--- src/sv/jse_pkg.sv ---
// Package: types, character codes and helpers of the JSON string escaper.
package jse_pkg;

  // Default depth of the queue between the decoder and the expander
  localparam int JSE_QDEPTH = 4;

  // Input operation codes
  localparam logic [1:0] OP_DATA  = 2'd0;
  localparam logic [1:0] OP_BEGIN = 2'd1;
  localparam logic [1:0] OP_END   = 2'd2;

  // Register index of pass_utf8
  localparam logic REG_PASS_UTF8 = 1'b0;

  // Character codes
  localparam logic [7:0] CH_QUOTE  = 8'h22;
  localparam logic [7:0] CH_BSLASH = 8'h5c;
  localparam logic [7:0] CH_SLASH  = 8'h2f;
  localparam logic [7:0] CH_LOW_B  = 8'h62;
  localparam logic [7:0] CH_LOW_F  = 8'h66;
  localparam logic [7:0] CH_LOW_N  = 8'h6e;
  localparam logic [7:0] CH_LOW_R  = 8'h72;
  localparam logic [7:0] CH_LOW_T  = 8'h74;
  localparam logic [7:0] CH_LOW_U  = 8'h75;
  localparam logic [7:0] CH_BS     = 8'h08;
  localparam logic [7:0] CH_FF     = 8'h0c;
  localparam logic [7:0] CH_LF     = 8'h0a;
  localparam logic [7:0] CH_CR     = 8'h0d;
  localparam logic [7:0] CH_TAB    = 8'h09;

  // Kind of work handed from the decoder to the expander
  typedef enum logic [2:0] {
    JOB_CHAR = 3'd0,  // one plain byte
    JOB_ESC  = 3'd1,  // backslash and one byte
    JOB_U4   = 3'd2,  // \uXXXX of u0
    JOB_PAIR = 3'd3,  // \uXXXX of u0 then \uXXXX of u1
    JOB_ERR  = 3'd4   // single error result
  } jse_kind_t;

  typedef struct packed {
    jse_kind_t   kind;
    logic [15:0] u0;
    logic [15:0] u1;
  } jse_job_t;

  // Lowercase hex digit
  function automatic logic [7:0] hex_char(input logic [3:0] nib);
    logic [7:0] c;
    if (nib < 4'd10) begin
      c = 8'h30 + {4'd0, nib};
    end else begin
      c = 8'h57 + {4'd0, nib};
    end
    return c;
  endfunction

  // Number of output characters of a job
  function automatic logic [3:0] job_len(input jse_kind_t kind);
    logic [3:0] n;
    case (kind)
      JOB_CHAR: n = 4'd1;
      JOB_ESC:  n = 4'd2;
      JOB_U4:   n = 4'd6;
      JOB_PAIR: n = 4'd12;
      JOB_ERR:  n = 4'd1;
      default:  n = 4'd1;
    endcase
    return n;
  endfunction

endpackage

--- src/sv/jse_fifo.sv ---
// Job queue between the decoder front end and the character expander.
module jse_fifo
  import jse_pkg::*;
#(
  parameter int DEPTH = JSE_QDEPTH
) (
  input  logic     clk,
  input  logic     rst_n,
  input  logic     push,
  input  jse_job_t push_job,
  output logic     full,
  input  logic     pop,
  output logic     head_valid,
  output jse_job_t head_job
);

  localparam int AW = (DEPTH > 1) ? $clog2(DEPTH) : 1;
  localparam int CW = $clog2(DEPTH + 1);

  jse_job_t        mem_r [DEPTH];
  logic [AW-1:0]   wr_ptr_r, wr_ptr_nxt;
  logic [AW-1:0]   rd_ptr_r, rd_ptr_nxt;
  logic [CW-1:0]   count_r, count_nxt;

  assign full       = (count_r == CW'(DEPTH));
  assign head_valid = (count_r != '0);
  assign head_job   = mem_r[rd_ptr_r];

  // Pointer and count update
  always_comb begin
    wr_ptr_nxt = wr_ptr_r;
    rd_ptr_nxt = rd_ptr_r;
    count_nxt  = count_r;
    if (push) begin
      wr_ptr_nxt = (wr_ptr_r == AW'(DEPTH - 1)) ? '0 : wr_ptr_r + 1'b1;
    end
    if (pop) begin
      rd_ptr_nxt = (rd_ptr_r == AW'(DEPTH - 1)) ? '0 : rd_ptr_r + 1'b1;
    end
    if (push && !pop) begin
      count_nxt = count_r + 1'b1;
    end else if (pop && !push) begin
      count_nxt = count_r - 1'b1;
    end
  end

  always_ff @(posedge clk) begin
    if (!rst_n) begin
      wr_ptr_r <= '0;
      rd_ptr_r <= '0;
      count_r  <= '0;
    end else begin
      wr_ptr_r <= wr_ptr_nxt;
      rd_ptr_r <= rd_ptr_nxt;
      count_r  <= count_nxt;
    end
  end

  // Entry storage
  always_ff @(posedge clk) begin
    if (push) begin
      mem_r[wr_ptr_r] <= push_job;
    end
  end

endmodule

--- src/sv/jse_front.sv ---
// Front end: accepts items, runs the UTF-8 decoder and turns each whole character, marker or error into a job.
module jse_front
  import jse_pkg::*;
(
  input  logic       clk,
  input  logic       rst_n,
  input  logic       pass_utf8,
  input  logic       in_valid,
  input  logic [1:0] in_op,
  input  logic [7:0] in_data_byte,
  input  logic       q_full,
  output logic       push,
  output jse_job_t   push_job
);

  logic [1:0]  pend_r, pend_nxt;
  logic [1:0]  seqlen_r, seqlen_nxt;
  logic [20:0] cp_r, cp_nxt;
  logic        accept;
  logic [20:0] cp_ext;
  logic [20:0] sp;
  logic [7:0]  esc_ch;

  assign accept = in_valid && !q_full;
  // Code point with this continuation byte shifted in, and its supplementary offset
  assign cp_ext = {cp_r[14:0], in_data_byte[5:0]};
  assign sp     = cp_ext - 21'h010000;

  // Two-character escape partner; zero when the byte passes as is
  always_comb begin
    case (in_data_byte)
      CH_QUOTE:  esc_ch = CH_QUOTE;
      CH_BSLASH: esc_ch = CH_BSLASH;
      CH_SLASH:  esc_ch = CH_SLASH;
      CH_BS:     esc_ch = CH_LOW_B;
      CH_FF:     esc_ch = CH_LOW_F;
      CH_LF:     esc_ch = CH_LOW_N;
      CH_CR:     esc_ch = CH_LOW_R;
      CH_TAB:    esc_ch = CH_LOW_T;
      default:   esc_ch = 8'h00;
    endcase
  end

  // Decode and classify
  always_comb begin
    pend_nxt   = pend_r;
    seqlen_nxt = seqlen_r;
    cp_nxt     = cp_r;
    push       = 1'b0;
    push_job   = '{kind: JOB_CHAR, u0: 16'h0000, u1: 16'h0000};
    if (accept) begin
      case (in_op)
        OP_DATA: begin
          if (pend_r != 2'd0) begin
            push = (pend_r == 2'd1) || (in_data_byte[7:6] != 2'b10);
            if (in_data_byte[7:6] != 2'b10) begin
              // bad continuation byte
              push_job.kind = JOB_ERR;
              pend_nxt      = 2'd0;
              seqlen_nxt    = 2'd0;
              cp_nxt        = '0;
            end else if (pend_r != 2'd1) begin
              cp_nxt   = cp_ext;
              pend_nxt = pend_r - 2'd1;
            end else begin
              // sequence complete
              pend_nxt   = 2'd0;
              seqlen_nxt = 2'd0;
              cp_nxt     = '0;
              if (seqlen_r == 2'd3) begin
                if (cp_ext[20:16] == 5'd0 || sp[20]) begin
                  push_job.kind = JOB_ERR;
                end else begin
                  push_job.kind = JOB_PAIR;
                  push_job.u0   = {6'b110110, sp[19:10]};
                  push_job.u1   = {6'b110111, sp[9:0]};
                end
              end else if (seqlen_r == 2'd2 && cp_ext[15:11] == 5'b11011) begin
                // surrogate code point
                push_job.kind = JOB_ERR;
              end else begin
                push_job.kind = JOB_U4;
                push_job.u0   = cp_ext[15:0];
              end
            end
          end else if (pass_utf8 || !in_data_byte[7]) begin
            push = 1'b1;
            if (esc_ch != 8'h00) begin
              push_job.kind = JOB_ESC;
              push_job.u0   = {8'h00, esc_ch};
            end else begin
              push_job.u0   = {8'h00, in_data_byte};
            end
          end else if (in_data_byte[7:5] == 3'b110) begin
            if (in_data_byte[4:1] == 4'd0) begin
              // overlong two-byte lead
              push          = 1'b1;
              push_job.kind = JOB_ERR;
            end else begin
              cp_nxt     = {16'd0, in_data_byte[4:0]};
              seqlen_nxt = 2'd1;
              pend_nxt   = 2'd1;
            end
          end else if (in_data_byte[7:4] == 4'b1110) begin
            cp_nxt     = {17'd0, in_data_byte[3:0]};
            seqlen_nxt = 2'd2;
            pend_nxt   = 2'd2;
          end else if (in_data_byte[7:3] == 5'b11110) begin
            cp_nxt     = {18'd0, in_data_byte[2:0]};
            seqlen_nxt = 2'd3;
            pend_nxt   = 2'd3;
          end else begin
            // bad lead byte
            push          = 1'b1;
            push_job.kind = JOB_ERR;
          end
        end
        OP_BEGIN: begin
          push        = 1'b1;
          push_job.u0 = {8'h00, CH_QUOTE};
          pend_nxt    = 2'd0;
          seqlen_nxt  = 2'd0;
          cp_nxt      = '0;
        end
        OP_END: begin
          push = 1'b1;
          if (pend_r != 2'd0) begin
            // truncated sequence at end of string
            push_job.kind = JOB_ERR;
            pend_nxt      = 2'd0;
            seqlen_nxt    = 2'd0;
            cp_nxt        = '0;
          end else begin
            push_job.u0 = {8'h00, CH_QUOTE};
          end
        end
        default: begin
          push = 1'b0;
        end
      endcase
    end
  end

  always_ff @(posedge clk) begin
    if (!rst_n) begin
      pend_r   <= 2'd0;
      seqlen_r <= 2'd0;
      cp_r     <= '0;
    end else begin
      pend_r   <= pend_nxt;
      seqlen_r <= seqlen_nxt;
      cp_r     <= cp_nxt;
    end
  end

endmodule

--- src/sv/jse_back.sv ---
// Back end: expands the head job into the output register, one character per cycle unless stalled.
module jse_back
  import jse_pkg::*;
(
  input  logic       clk,
  input  logic       rst_n,
  input  logic       head_valid,
  input  jse_job_t   head_job,
  output logic       pop,
  output logic       out_valid,
  input  logic       out_stall,
  output logic [7:0] out_char,
  output logic       out_last_of_run,
  output logic       out_bad_input
);

  logic        out_valid_r, out_valid_nxt;
  logic [7:0]  char_r, char_nxt;
  logic        last_r, last_nxt;
  logic        bad_r, bad_nxt;
  logic [3:0]  idx_r, idx_nxt;
  logic        advance;
  logic        second;
  logic [15:0] unit;
  logic [3:0]  pos;
  logic [3:0]  len;
  logic        is_last;
  logic [7:0]  ch;
  logic        ch_bad;

  assign advance = !out_valid_r || !out_stall;
  assign second  = (idx_r >= 4'd6);
  assign unit    = second ? head_job.u1 : head_job.u0;
  assign pos     = second ? (idx_r - 4'd6) : idx_r;
  assign len     = job_len(head_job.kind);
  assign is_last = (idx_r == (len - 4'd1));
  assign pop     = advance && head_valid && is_last;

  // Character at the current position of the head job
  always_comb begin
    ch     = 8'h00;
    ch_bad = 1'b0;
    case (head_job.kind)
      JOB_CHAR: ch = head_job.u0[7:0];
      JOB_ESC:  ch = (idx_r == 4'd0) ? CH_BSLASH : head_job.u0[7:0];
      JOB_ERR:  ch_bad = 1'b1;
      JOB_U4, JOB_PAIR: begin
        case (pos)
          4'd0:    ch = CH_BSLASH;
          4'd1:    ch = CH_LOW_U;
          4'd2:    ch = hex_char(unit[15:12]);
          4'd3:    ch = hex_char(unit[11:8]);
          4'd4:    ch = hex_char(unit[7:4]);
          4'd5:    ch = hex_char(unit[3:0]);
          default: ch = 8'h00;
        endcase
      end
      default: ch = 8'h00;
    endcase
  end

  // Output register and position counter
  always_comb begin
    out_valid_nxt = out_valid_r;
    char_nxt      = char_r;
    last_nxt      = last_r;
    bad_nxt       = bad_r;
    idx_nxt       = idx_r;
    if (advance) begin
      out_valid_nxt = head_valid;
      if (head_valid) begin
        char_nxt = ch;
        last_nxt = is_last;
        bad_nxt  = ch_bad;
        idx_nxt  = is_last ? 4'd0 : idx_r + 4'd1;
      end
    end
  end

  always_ff @(posedge clk) begin
    if (!rst_n) begin
      out_valid_r <= 1'b0;
      idx_r       <= 4'd0;
    end else begin
      out_valid_r <= out_valid_nxt;
      idx_r       <= idx_nxt;
    end
  end

  always_ff @(posedge clk) begin
    char_r <= char_nxt;
    last_r <= last_nxt;
    bad_r  <= bad_nxt;
  end

  assign out_valid       = out_valid_r;
  assign out_char        = char_r;
  assign out_last_of_run = last_r;
  assign out_bad_input   = bad_r;

endmodule

--- src/sv/json_string_escaper_core.sv ---
// Path: an accepted item is written into the job queue; its characters then pass through the output register.
// Throughput: unless stalled, one input item per cycle while each item yields one character; the
// expander sends one character per cycle unless stalled; escapes yield 2, \u forms 6, surrogate pairs 12 characters.
// The job queue (QDEPTH entries) lets the decoder run ahead of the expander.
// Reset (synchronous, rst_n low): decoder state, queue and output valid clear; pass_utf8 = 1.
module json_string_escaper_core
  import jse_pkg::*;
#(
  parameter int QDEPTH = JSE_QDEPTH
) (
  input  logic        clk,
  input  logic        rst_n,
  // input channel
  input  logic        in_valid,
  output logic        in_stall,
  input  logic [1:0]  in_op,
  input  logic [7:0]  in_data_byte,
  // result channel
  output logic        out_valid,
  input  logic        out_stall,
  output logic [7:0]  out_char,
  output logic        out_last_of_run,
  output logic        out_bad_input,
  // configuration port
  input  logic        psel,
  input  logic        penable,
  input  logic        pwrite,
  input  logic [2:0]  paddr,
  input  logic [31:0] pwdata,
  output logic [31:0] prdata,
  output logic        pready
);

  logic     pass_utf8_r, pass_utf8_nxt;
  logic     q_full;
  logic     push;
  jse_job_t push_job;
  logic     pop;
  logic     head_valid;
  jse_job_t head_job;

  // Configuration register
  assign pready = 1'b1;
  always_comb begin
    pass_utf8_nxt = pass_utf8_r;
    if (psel && penable && pwrite && (paddr[2] == REG_PASS_UTF8)) begin
      pass_utf8_nxt = pwdata[0];
    end
  end

  always_ff @(posedge clk) begin
    if (!rst_n) begin
      pass_utf8_r <= 1'b1;
    end else begin
      pass_utf8_r <= pass_utf8_nxt;
    end
  end

  assign prdata = (paddr[2] == REG_PASS_UTF8) ? {31'd0, pass_utf8_r} : 32'd0;

  assign in_stall = q_full;

  jse_front u_front (
    .clk          (clk),
    .rst_n        (rst_n),
    .pass_utf8    (pass_utf8_r),
    .in_valid     (in_valid),
    .in_op        (in_op),
    .in_data_byte (in_data_byte),
    .q_full       (q_full),
    .push         (push),
    .push_job     (push_job)
  );

  jse_fifo #(
    .DEPTH (QDEPTH)
  ) u_fifo (
    .clk        (clk),
    .rst_n      (rst_n),
    .push       (push),
    .push_job   (push_job),
    .full       (q_full),
    .pop        (pop),
    .head_valid (head_valid),
    .head_job   (head_job)
  );

  jse_back u_back (
    .clk             (clk),
    .rst_n           (rst_n),
    .head_valid      (head_valid),
    .head_job        (head_job),
    .pop             (pop),
    .out_valid       (out_valid),
    .out_stall       (out_stall),
    .out_char        (out_char),
    .out_last_of_run (out_last_of_run),
    .out_bad_input   (out_bad_input)
  );

endmodule

--- config.mk ---
export PLATFORM = sky130hd
export DESIGN_NAME = json_string_escaper_core
export DESIGN_NICKNAME = d
export VERILOG_FILES = /design/src/sv/jse_pkg.sv /design/src/sv/jse_fifo.sv /design/src/sv/jse_front.sv /design/src/sv/jse_back.sv /design/src/sv/json_string_escaper_core.sv
export SDC_FILE = /design/constraint.sdc
export NUM_CORES = 1
export LEC_CHECK = 0
export BUFFER_PORTS_ARGS = -buffer_cell sky130_fd_sc_hd__buf_4
export CORE_AREA = 4 4 152 154
export DETAILED_ROUTE_END_ITERATION = 8
export DIE_AREA = 0 0 156 158
export GPL_TIMING_DRIVEN = 0
export PLACE_DENSITY = 0.61
export SLEW_MARGIN = 20
export SYNTH_ARGS = -nofsm -noshare
export SYNTH_HDL_FRONTEND = slang
export SYNTH_SLANG_ARGS = --single-unit
--- constraint.sdc ---
create_clock -name clk -period 3.8 [get_ports clk]
set_input_delay 0.76 -clock clk [delete_from_list [all_inputs] [get_ports clk]]
set_output_delay 0.76 -clock clk [all_outputs]
set_load 0.1 [all_outputs]
Word level (Yosys, flattened, before mapping)
Memory sizes are Yosys's and may differ from the RTL's. A register that Yosys moved wholly into a read port is not among the register bits.
Cells that the tools add are included.

storage, ports and cells
  output and inout port bits = 45
  bits of input ports = 52
  logic and storage cells = 193
  memories = 1
  bits in registers = 42
  bits in writable memories = 140

cells by class
  bitwise operators = 1
  equal/unequal tests = 37
  reduce and logical (&&, ||, !) cells = 35
  $lt $le $gt $ge = 5
  muxes and demuxes = 85
  add/subtract/negate cells = 17

memory list
  name          words  bits a word  rd ports  clocked after Yosys merged registers in  write ports  RTL line        source
  u_fifo.mem_r  4      35           1         1                                        1            jse_fifo.sv:20  jse_job_t mem_r [DEPTH];

operator list
  cell                    count
  $mux 32                 8
  $mux 15                 9
  $mux 16                 5
  $mux 35                 2
  $mux 8                  7
  $pmux 7 s8              1
  $pmux 16 s3             1
  $pmux 8 s6              1
  $pmux 15 s3             1
  $eq 8x4->1 const B      5
  $mux 19                 2
  $mux 3                  11
  $add 7x4->8 const A     4
  $mux 2                  16
  $add 6x4->7 const A     4
  $pmux 8 s3              1
  $sub 21x17->21 const B  1
  $eq 8x6->1 const B      2
  $lt 4x4->1 const B      4
  $logic_not 4->1         3
  $mux 1                  12
  $pmux 2 s3              2
  $pmux 4 s3              1
  $eq 2x2->1 const B      5
  43 further kinds        72

Depth between registers and ports, before layout
  depth in word-level cells = 15
  depth in mapped cells = 13
  depth with buffers taken out = 12

Cells and area by module
Synthesis repeated with hierarchy kept, for this count alone.

unflattened totals
  cell total of the unflattened synthesis = 762
  area total of the unflattened synthesis = 9,664.3 um2

by module, submodules not included
  module                    times used  area each (um2)  sequential area each (um2)  cells each
  jse_fifo                  1           5,561.6          4,384.2                     227
  jse_front                 1           1,953.1          380.4                       277
  jse_back                  1           1,829.3          400.4                       218
  json_string_escaper_core  1           320.3            20.0                        40

Worst setup path before layout
No wires, ideal clock.

  kind = in2reg
  from = input port in_data_byte[4]
  to = register u_fifo.count_r[2]
  buffers on the path = 1
  stages = 11
  setup slack = 462 ps
  required time = 3,724 ps
  setup time = 76 ps
  arrival = 3,263 ps
  cells stage by stage = clkbuf_1 or3_1 o2111ai_1 o211ai_1 a21oi_1 ha_1 inv_1 fa_1 xor2_1 or3_1 a21boi_0

on the way
  longest elaborated chain between the ends = 11
  elaborated cells on any way between the ends = 16
  those cells by class = 2 x eq/ne; 9 x mux; 5 x reduce/logical

RTL lines
  what                         RTL line                        source
  start: declaration           json_string_escaper_core.sv:17  input logic [7:0] in_data_byte,
  $eq 5x5->1                   jse_front.sv:108                end else if (in_data_byte[7:3] == 5'b11110) begin
  $mux 1                       jse_front.sv:108
  $mux 1                       jse_front.sv:104                end else if (in_data_byte[7:4] == 4'b1110) begin
  $mux 1 (*)                   jse_front.sv:94                 end else if (in_data_byte[7:5] == 3'b110) begin
  $mux 1 (*)                   jse_front.sv:86                 end else if (pass_utf8 || !in_data_byte[7]) begin
  $mux 1 (*)                   jse_front.sv:54                 if (pend_r != 2'd0) begin
  $pmux 1 s2 (*)               jse_front.sv:52                 case (in_op)
  $mux 1 (*)                   jse_front.sv:51                 if (accept) begin
  net push                     json_string_escaper_core.sv:36  logic push;
  $logic_not 1->1              jse_fifo.sv:42                  end else if (pop && !push) begin
  $logic_and 1x1->1            jse_fifo.sv:42
  $reduce_bool 2->1 (no line)  n/a
  end signal: assignment       jse_fifo.sv:55                  count_r <= count_nxt;
  end: declaration             jse_fifo.sv:23                  logic [CW-1:0] count_r, count_nxt;

The timed path passes the listed nets; every way through them passes the cells marked *.
A chain may end at the register's enable or synchronous reset.

Final worst setup path
  from = register u_back.idx_r[0]
  to = register u_back.char_r[2] (netlist: u_back.out_char[2]) (data pin)

on the way
  longest elaborated chain between the ends = 6
  elaborated cells on any way between the ends = 30
  those cells by class = 9 x add/sub; 5 x order compare; 5 x eq/ne; 9 x mux; 2 x reduce/logical

RTL lines
  what                                       RTL line        source
  start: declaration                         jse_back.sv:21  logic [3:0] idx_r, idx_nxt;
  start signal: assignment                   jse_back.sv:86  idx_r <= idx_nxt;
  $ge 4x3->1                                 jse_back.sv:32  assign second = (idx_r >= 4'd6);
  $mux 16                                    jse_back.sv:33  assign unit = second ? head_job.u1 : head_job.u0;
  $add 7x4->8, or another cell as far along  jse_pkg.sv:52   c = 8'h57 + {4'd0, nib};
  $mux 8                                     jse_pkg.sv:49   if (nib < 4'd10) begin
  $pmux 8 s6                                 jse_back.sv:48  case (pos)
  $pmux 8 s3 (*)                             jse_back.sv:43  case (head_job.kind)
  net u_back.ch[2]                           jse_back.sv:28  logic [7:0] ch;
  end signal: assignment                     jse_back.sv:91  char_r <= char_nxt;
  end: declaration                           jse_back.sv:18  logic [7:0] char_r, char_nxt;

Marks and branches as above.

==> results.yml <==
run_status:
  status: "finished, final reports clean"
final_layout:
  area.growth.synth_to_final_pct: 16.57
  antennaDiodeCount: 0
  instances_no_fill: 1095
  layout.cells.most_common: "sky130_fd_sc_hd__edfxtp_1"
  design.final.nets: 877
  drive_above_1_share_pct: 18.65
  layout.cells.most_common_list: "130 x sky130_fd_sc_hd__edfxtp_1, 64 x sky130_fd_sc_hd__buf_4, 54 x sky130_fd_sc_hd__nand2_1"
timing:
  finalCriticalPeriod_ns: 3.614
  worst_clock_skew_ns: 0.007153
  final.hold.worst_slack_ns: 0.4656
  worst_pin_slew_ns: 0.7577
  finalHoldViolations: 0
  slew_headroom_pct: 49.30
  setup-violations-final: 0
  fin_ws_ns: 0.1862
  period_share_pct: 95.10
  slew_violations: 0
  max_freq_mhz: 276.7
floorplanning:
  core_mm2: 0.02169
  die_w_um: 156
  fp-row-count: 54
  ios: 97
  design.die.area_mm2: 0.02465
  die_height_um: 158
  initial_utilization_pct: 39.37
synthesis:
  syn_area_per_cell_um2: 11.89
  yosys_most_used_dff: "sky130_fd_sc_hd__edfxtp_1"
  netlist_area_pre_place_mm2: 0.008539
  synthArstFlopShare_pct: 0
  synth-warning-count: 0
  synth-seq-cells: 164
  yosysSeqAreaShare_pct: 53.68
  synth_cell_type_count: 70
  synthesis.instances: 718
  synth-edff-count: 130
clock_tree:
  clk_transition_reported_paths_ns: 0.06
  ctsRootBufferMaster: "sky130_fd_sc_hd__clkbuf_16"
  cts-root-to-sink-buffers: 2
  cts_tree: "built"
  insertion_delay_ns: 0.42
  clock_sink_count: 164
  htree_depth: 4
  tritoncts.num_buffers: 17
worst_setup_path:
  critical_path_data_arrival_time_ns: 3.76
  crit_path_start: "u_back.idx_r[0]"
  critical_path.slowest_cell: "sky130_fd_sc_hd__dfxtp_1"
  criticalPathCategory: "reg -> reg"
  cpMostUsedCell: "sky130_fd_sc_hd__ha_1"
  number_of_buffers_and_inverters_on_the_critical_path: 3
  critPathLaunchType: "flip-flop"
  cpLargestDelayFamily: "compound AO/OA/AOI/OAI gates"
  critical_path.endpoint_type: "flip-flop"
  worstReg2RegStart: "u_back.idx_r[0]"
  worst_ep_required_time_ns: 3.95
  critical_path_peak_fanout: 10
  cpPeakStageDelay_ns: 0.45
  crit_path_cell_trace: "clkinvlp_4 > ha_1 > o21ai_2 > nand2_1 > buf_2 > mux2i_2 > ha_1 > inv_1 > o2111a_1 > nor4_1 > a31oi_1"
power_and_ir_drop:
  worst_ir_drop_vdd_mv: 0.3001
  leakagePower_nw: 3.508
  powerDensity_mw_per_mm2: 601.8
  report.power.total_mw: 5.991
hold_path:
  worst_hold_path_type: "reg -> reg"
  worst_hold_startpoint: "u_front.pend_r[1]"
global_routing:
  grtUsageTotal_pct: 16.69
  global_route.overflow_total: 0
  grt_pass1_vias: 5739
  grt_max_degree: 27
  initial_antenna_violation_count: 0
  grt_pass1_wl_mm: 31.71
routing:
  drt_pass1_iterations: 5
  drc: 0
  ant_nets: 0
  wl_mm: 20.15
  initialDrtViolationCount: 379
  post_drt_via_cell_ratio: 5.456
  avgRoutedWirePerCell_um: 18.40
  vias: 5974
placed_design:
  detailedPlacementHpwl_mm: 14.83
  port_buffers: 28
  dpl.cell_count: 1060
  routabilityCongestion: 0.9310
  pre_cts_setup_slack_ns: -0.2933
job:
  maxCapViolCount: 0
tightest hold or removal path, cell delays in order (launching register included):
cell and delay, ns:
sky130_fd_sc_hd__dfxtp_1 0.31, sky130_fd_sc_hd__nand2_1 0.05, sky130_fd_sc_hd__a21boi_0 0.06
state kept, by name, summed over array words and instances, names as in the netlist, named ones only:
register and cells:
u_back.out_char 8, pass_utf8_r 1, u_fifo.wr_ptr_r 2, u_front.cp_r 15, u_back.idx_r 4, u_fifo.count_r 3, u_fifo.mem_r 120, u_front.seqlen_r 2
u_fifo.rd_ptr_r 2, u_front.pend_r 2, u_back.out_bad_input 1, u_back.out_valid 1, u_back.out_last_of_run 1
cell type report:
class                   instances  area (um^2)
repair buffers                 36        327.8
well taps                     280        350.3
inverters                      23        90.09
fillers                      2008        11730
clock inverters                14        177.7
clock buffers                  17        425.4
multi-input cells             492         3607
plain buffers                  69        391.6
flip-flops and latches        164         4584
repair_timing:
action                     CTS  global route
hold buffers                 0             0
resized for setup            4             2
setup buffers                0             4
setup endpoints to repair    3             2
synthesized netlist by cell type (3+ instances only):
master                        n  area (um^2)
sky130_fd_sc_hd__edfxtp_1   130         3904
sky130_fd_sc_hd__nand2_1     54        202.7
sky130_fd_sc_hd__nor2_1      38        142.6
sky130_fd_sc_hd__nand3_1     35        175.2
sky130_fd_sc_hd__dfxtp_1     34        680.7
sky130_fd_sc_hd__buf_4       32        240.2
sky130_fd_sc_hd__clkbuf_1    31        116.4
sky130_fd_sc_hd__o21ai_0     31        155.2
sky130_fd_sc_hd__a21oi_1     28        140.1
sky130_fd_sc_hd__mux4_2      24        540.5
sky130_fd_sc_hd__a21boi_0    23        172.7
sky130_fd_sc_hd__and2_1      21        131.4
sky130_fd_sc_hd__ha_1        21        262.8
sky130_fd_sc_hd__inv_1       21        78.83
sky130_fd_sc_hd__mux2i_1     12        120.1
sky130_fd_sc_hd__nor3_1      11        55.05
sky130_fd_sc_hd__nor2b_1     10        62.56
sky130_fd_sc_hd__a22oi_1      9        67.56
sky130_fd_sc_hd__nor3b_1      9        67.56
sky130_fd_sc_hd__o2111ai_1    8        70.07
sky130_fd_sc_hd__o22ai_1      8        50.05
sky130_fd_sc_hd__nand2b_1     7        43.79
sky130_fd_sc_hd__xnor2_1      7        61.31
sky130_fd_sc_hd__and3_1       6        37.54
sky130_fd_sc_hd__mux2_2       6        67.56
sky130_fd_sc_hd__mux4_1       6        157.7
sky130_fd_sc_hd__o211ai_1     6        45.04
sky130_fd_sc_hd__or3_1        6        37.54
sky130_fd_sc_hd__a211oi_1     5        37.54
sky130_fd_sc_hd__o21a_1       5        37.54
sky130_fd_sc_hd__a21o_1       4        30.03
sky130_fd_sc_hd__a31o_2       4        35.03
sky130_fd_sc_hd__a31oi_1      4        25.02
sky130_fd_sc_hd__nand4_1      4        25.02
sky130_fd_sc_hd__o21ai_1      4        20.02
sky130_fd_sc_hd__buf_2        3        15.01
sky130_fd_sc_hd__nor4_1       3        18.77
sky130_fd_sc_hd__xor2_1       3        26.28
final timing paths:
path                                      endpoint  slack (ns)  cells past startpoint
worst max-delay path            u_back.out_char[2]        0.19                     11
worst min-delay path             u_front.pend_r[1]        0.47                      2
worst max register to register  u_back.out_char[2]        0.19                     11
worst min register to register   u_front.pend_r[1]        0.47                      2
kinds of logic (layout without fill, tap and decap cells):
kind of cell | count (synthesis) | after routing | share of synthesized area, %
simple gates | 218 | 218 | 13.08
flops | 164 | 164 | 53.68
compound gates | 162 | 162 | 12.85
buf+inv | 92 | 159 | 5.582
mux | 48 | 48 | 10.37
fa+ha+maj | 22 | 22 | 3.311
xor+xnor | 10 | 10 | 1.026
other cells | 2 | 32 | 0.08794
metrics by stage:
stage	area, um^2	utilization (%)	TNS [ns]
2_1_floorplan	8652	-	0
3_3_place_gp	9213	42.48	-40.66
3_5_place_dp	9305	42.90	-0.3383
4_1_cts	9921	45.74	0
5_1_grt	9955	45.90	-0.007782
6_report	9955	45.90	0
per-layer routing:
| metal | global-route usage (%) | wire length [um] | vias up |
|---|---|---|---|
| met5 | 0 | 0 | - |
| met4 | 5.544 | 359 | 0 |
| met3 | 3.253 | 1152 | 32 |
| met2 | 26.96 | 9499 | 203 |
| met1 | 22.75 | 9133 | 2900 |
| li1 | - | - | 2839 |
report_power, final:
group | switching [mW] | internal, mW | total, mW
sequential | 0.0707 | 2.11 | 2.18
combinational | 1.40 | 0.651 | 2.05
clock | 0.720 | 1.04 | 1.76
No activity file was read; power rests on OpenSTA's default activity.
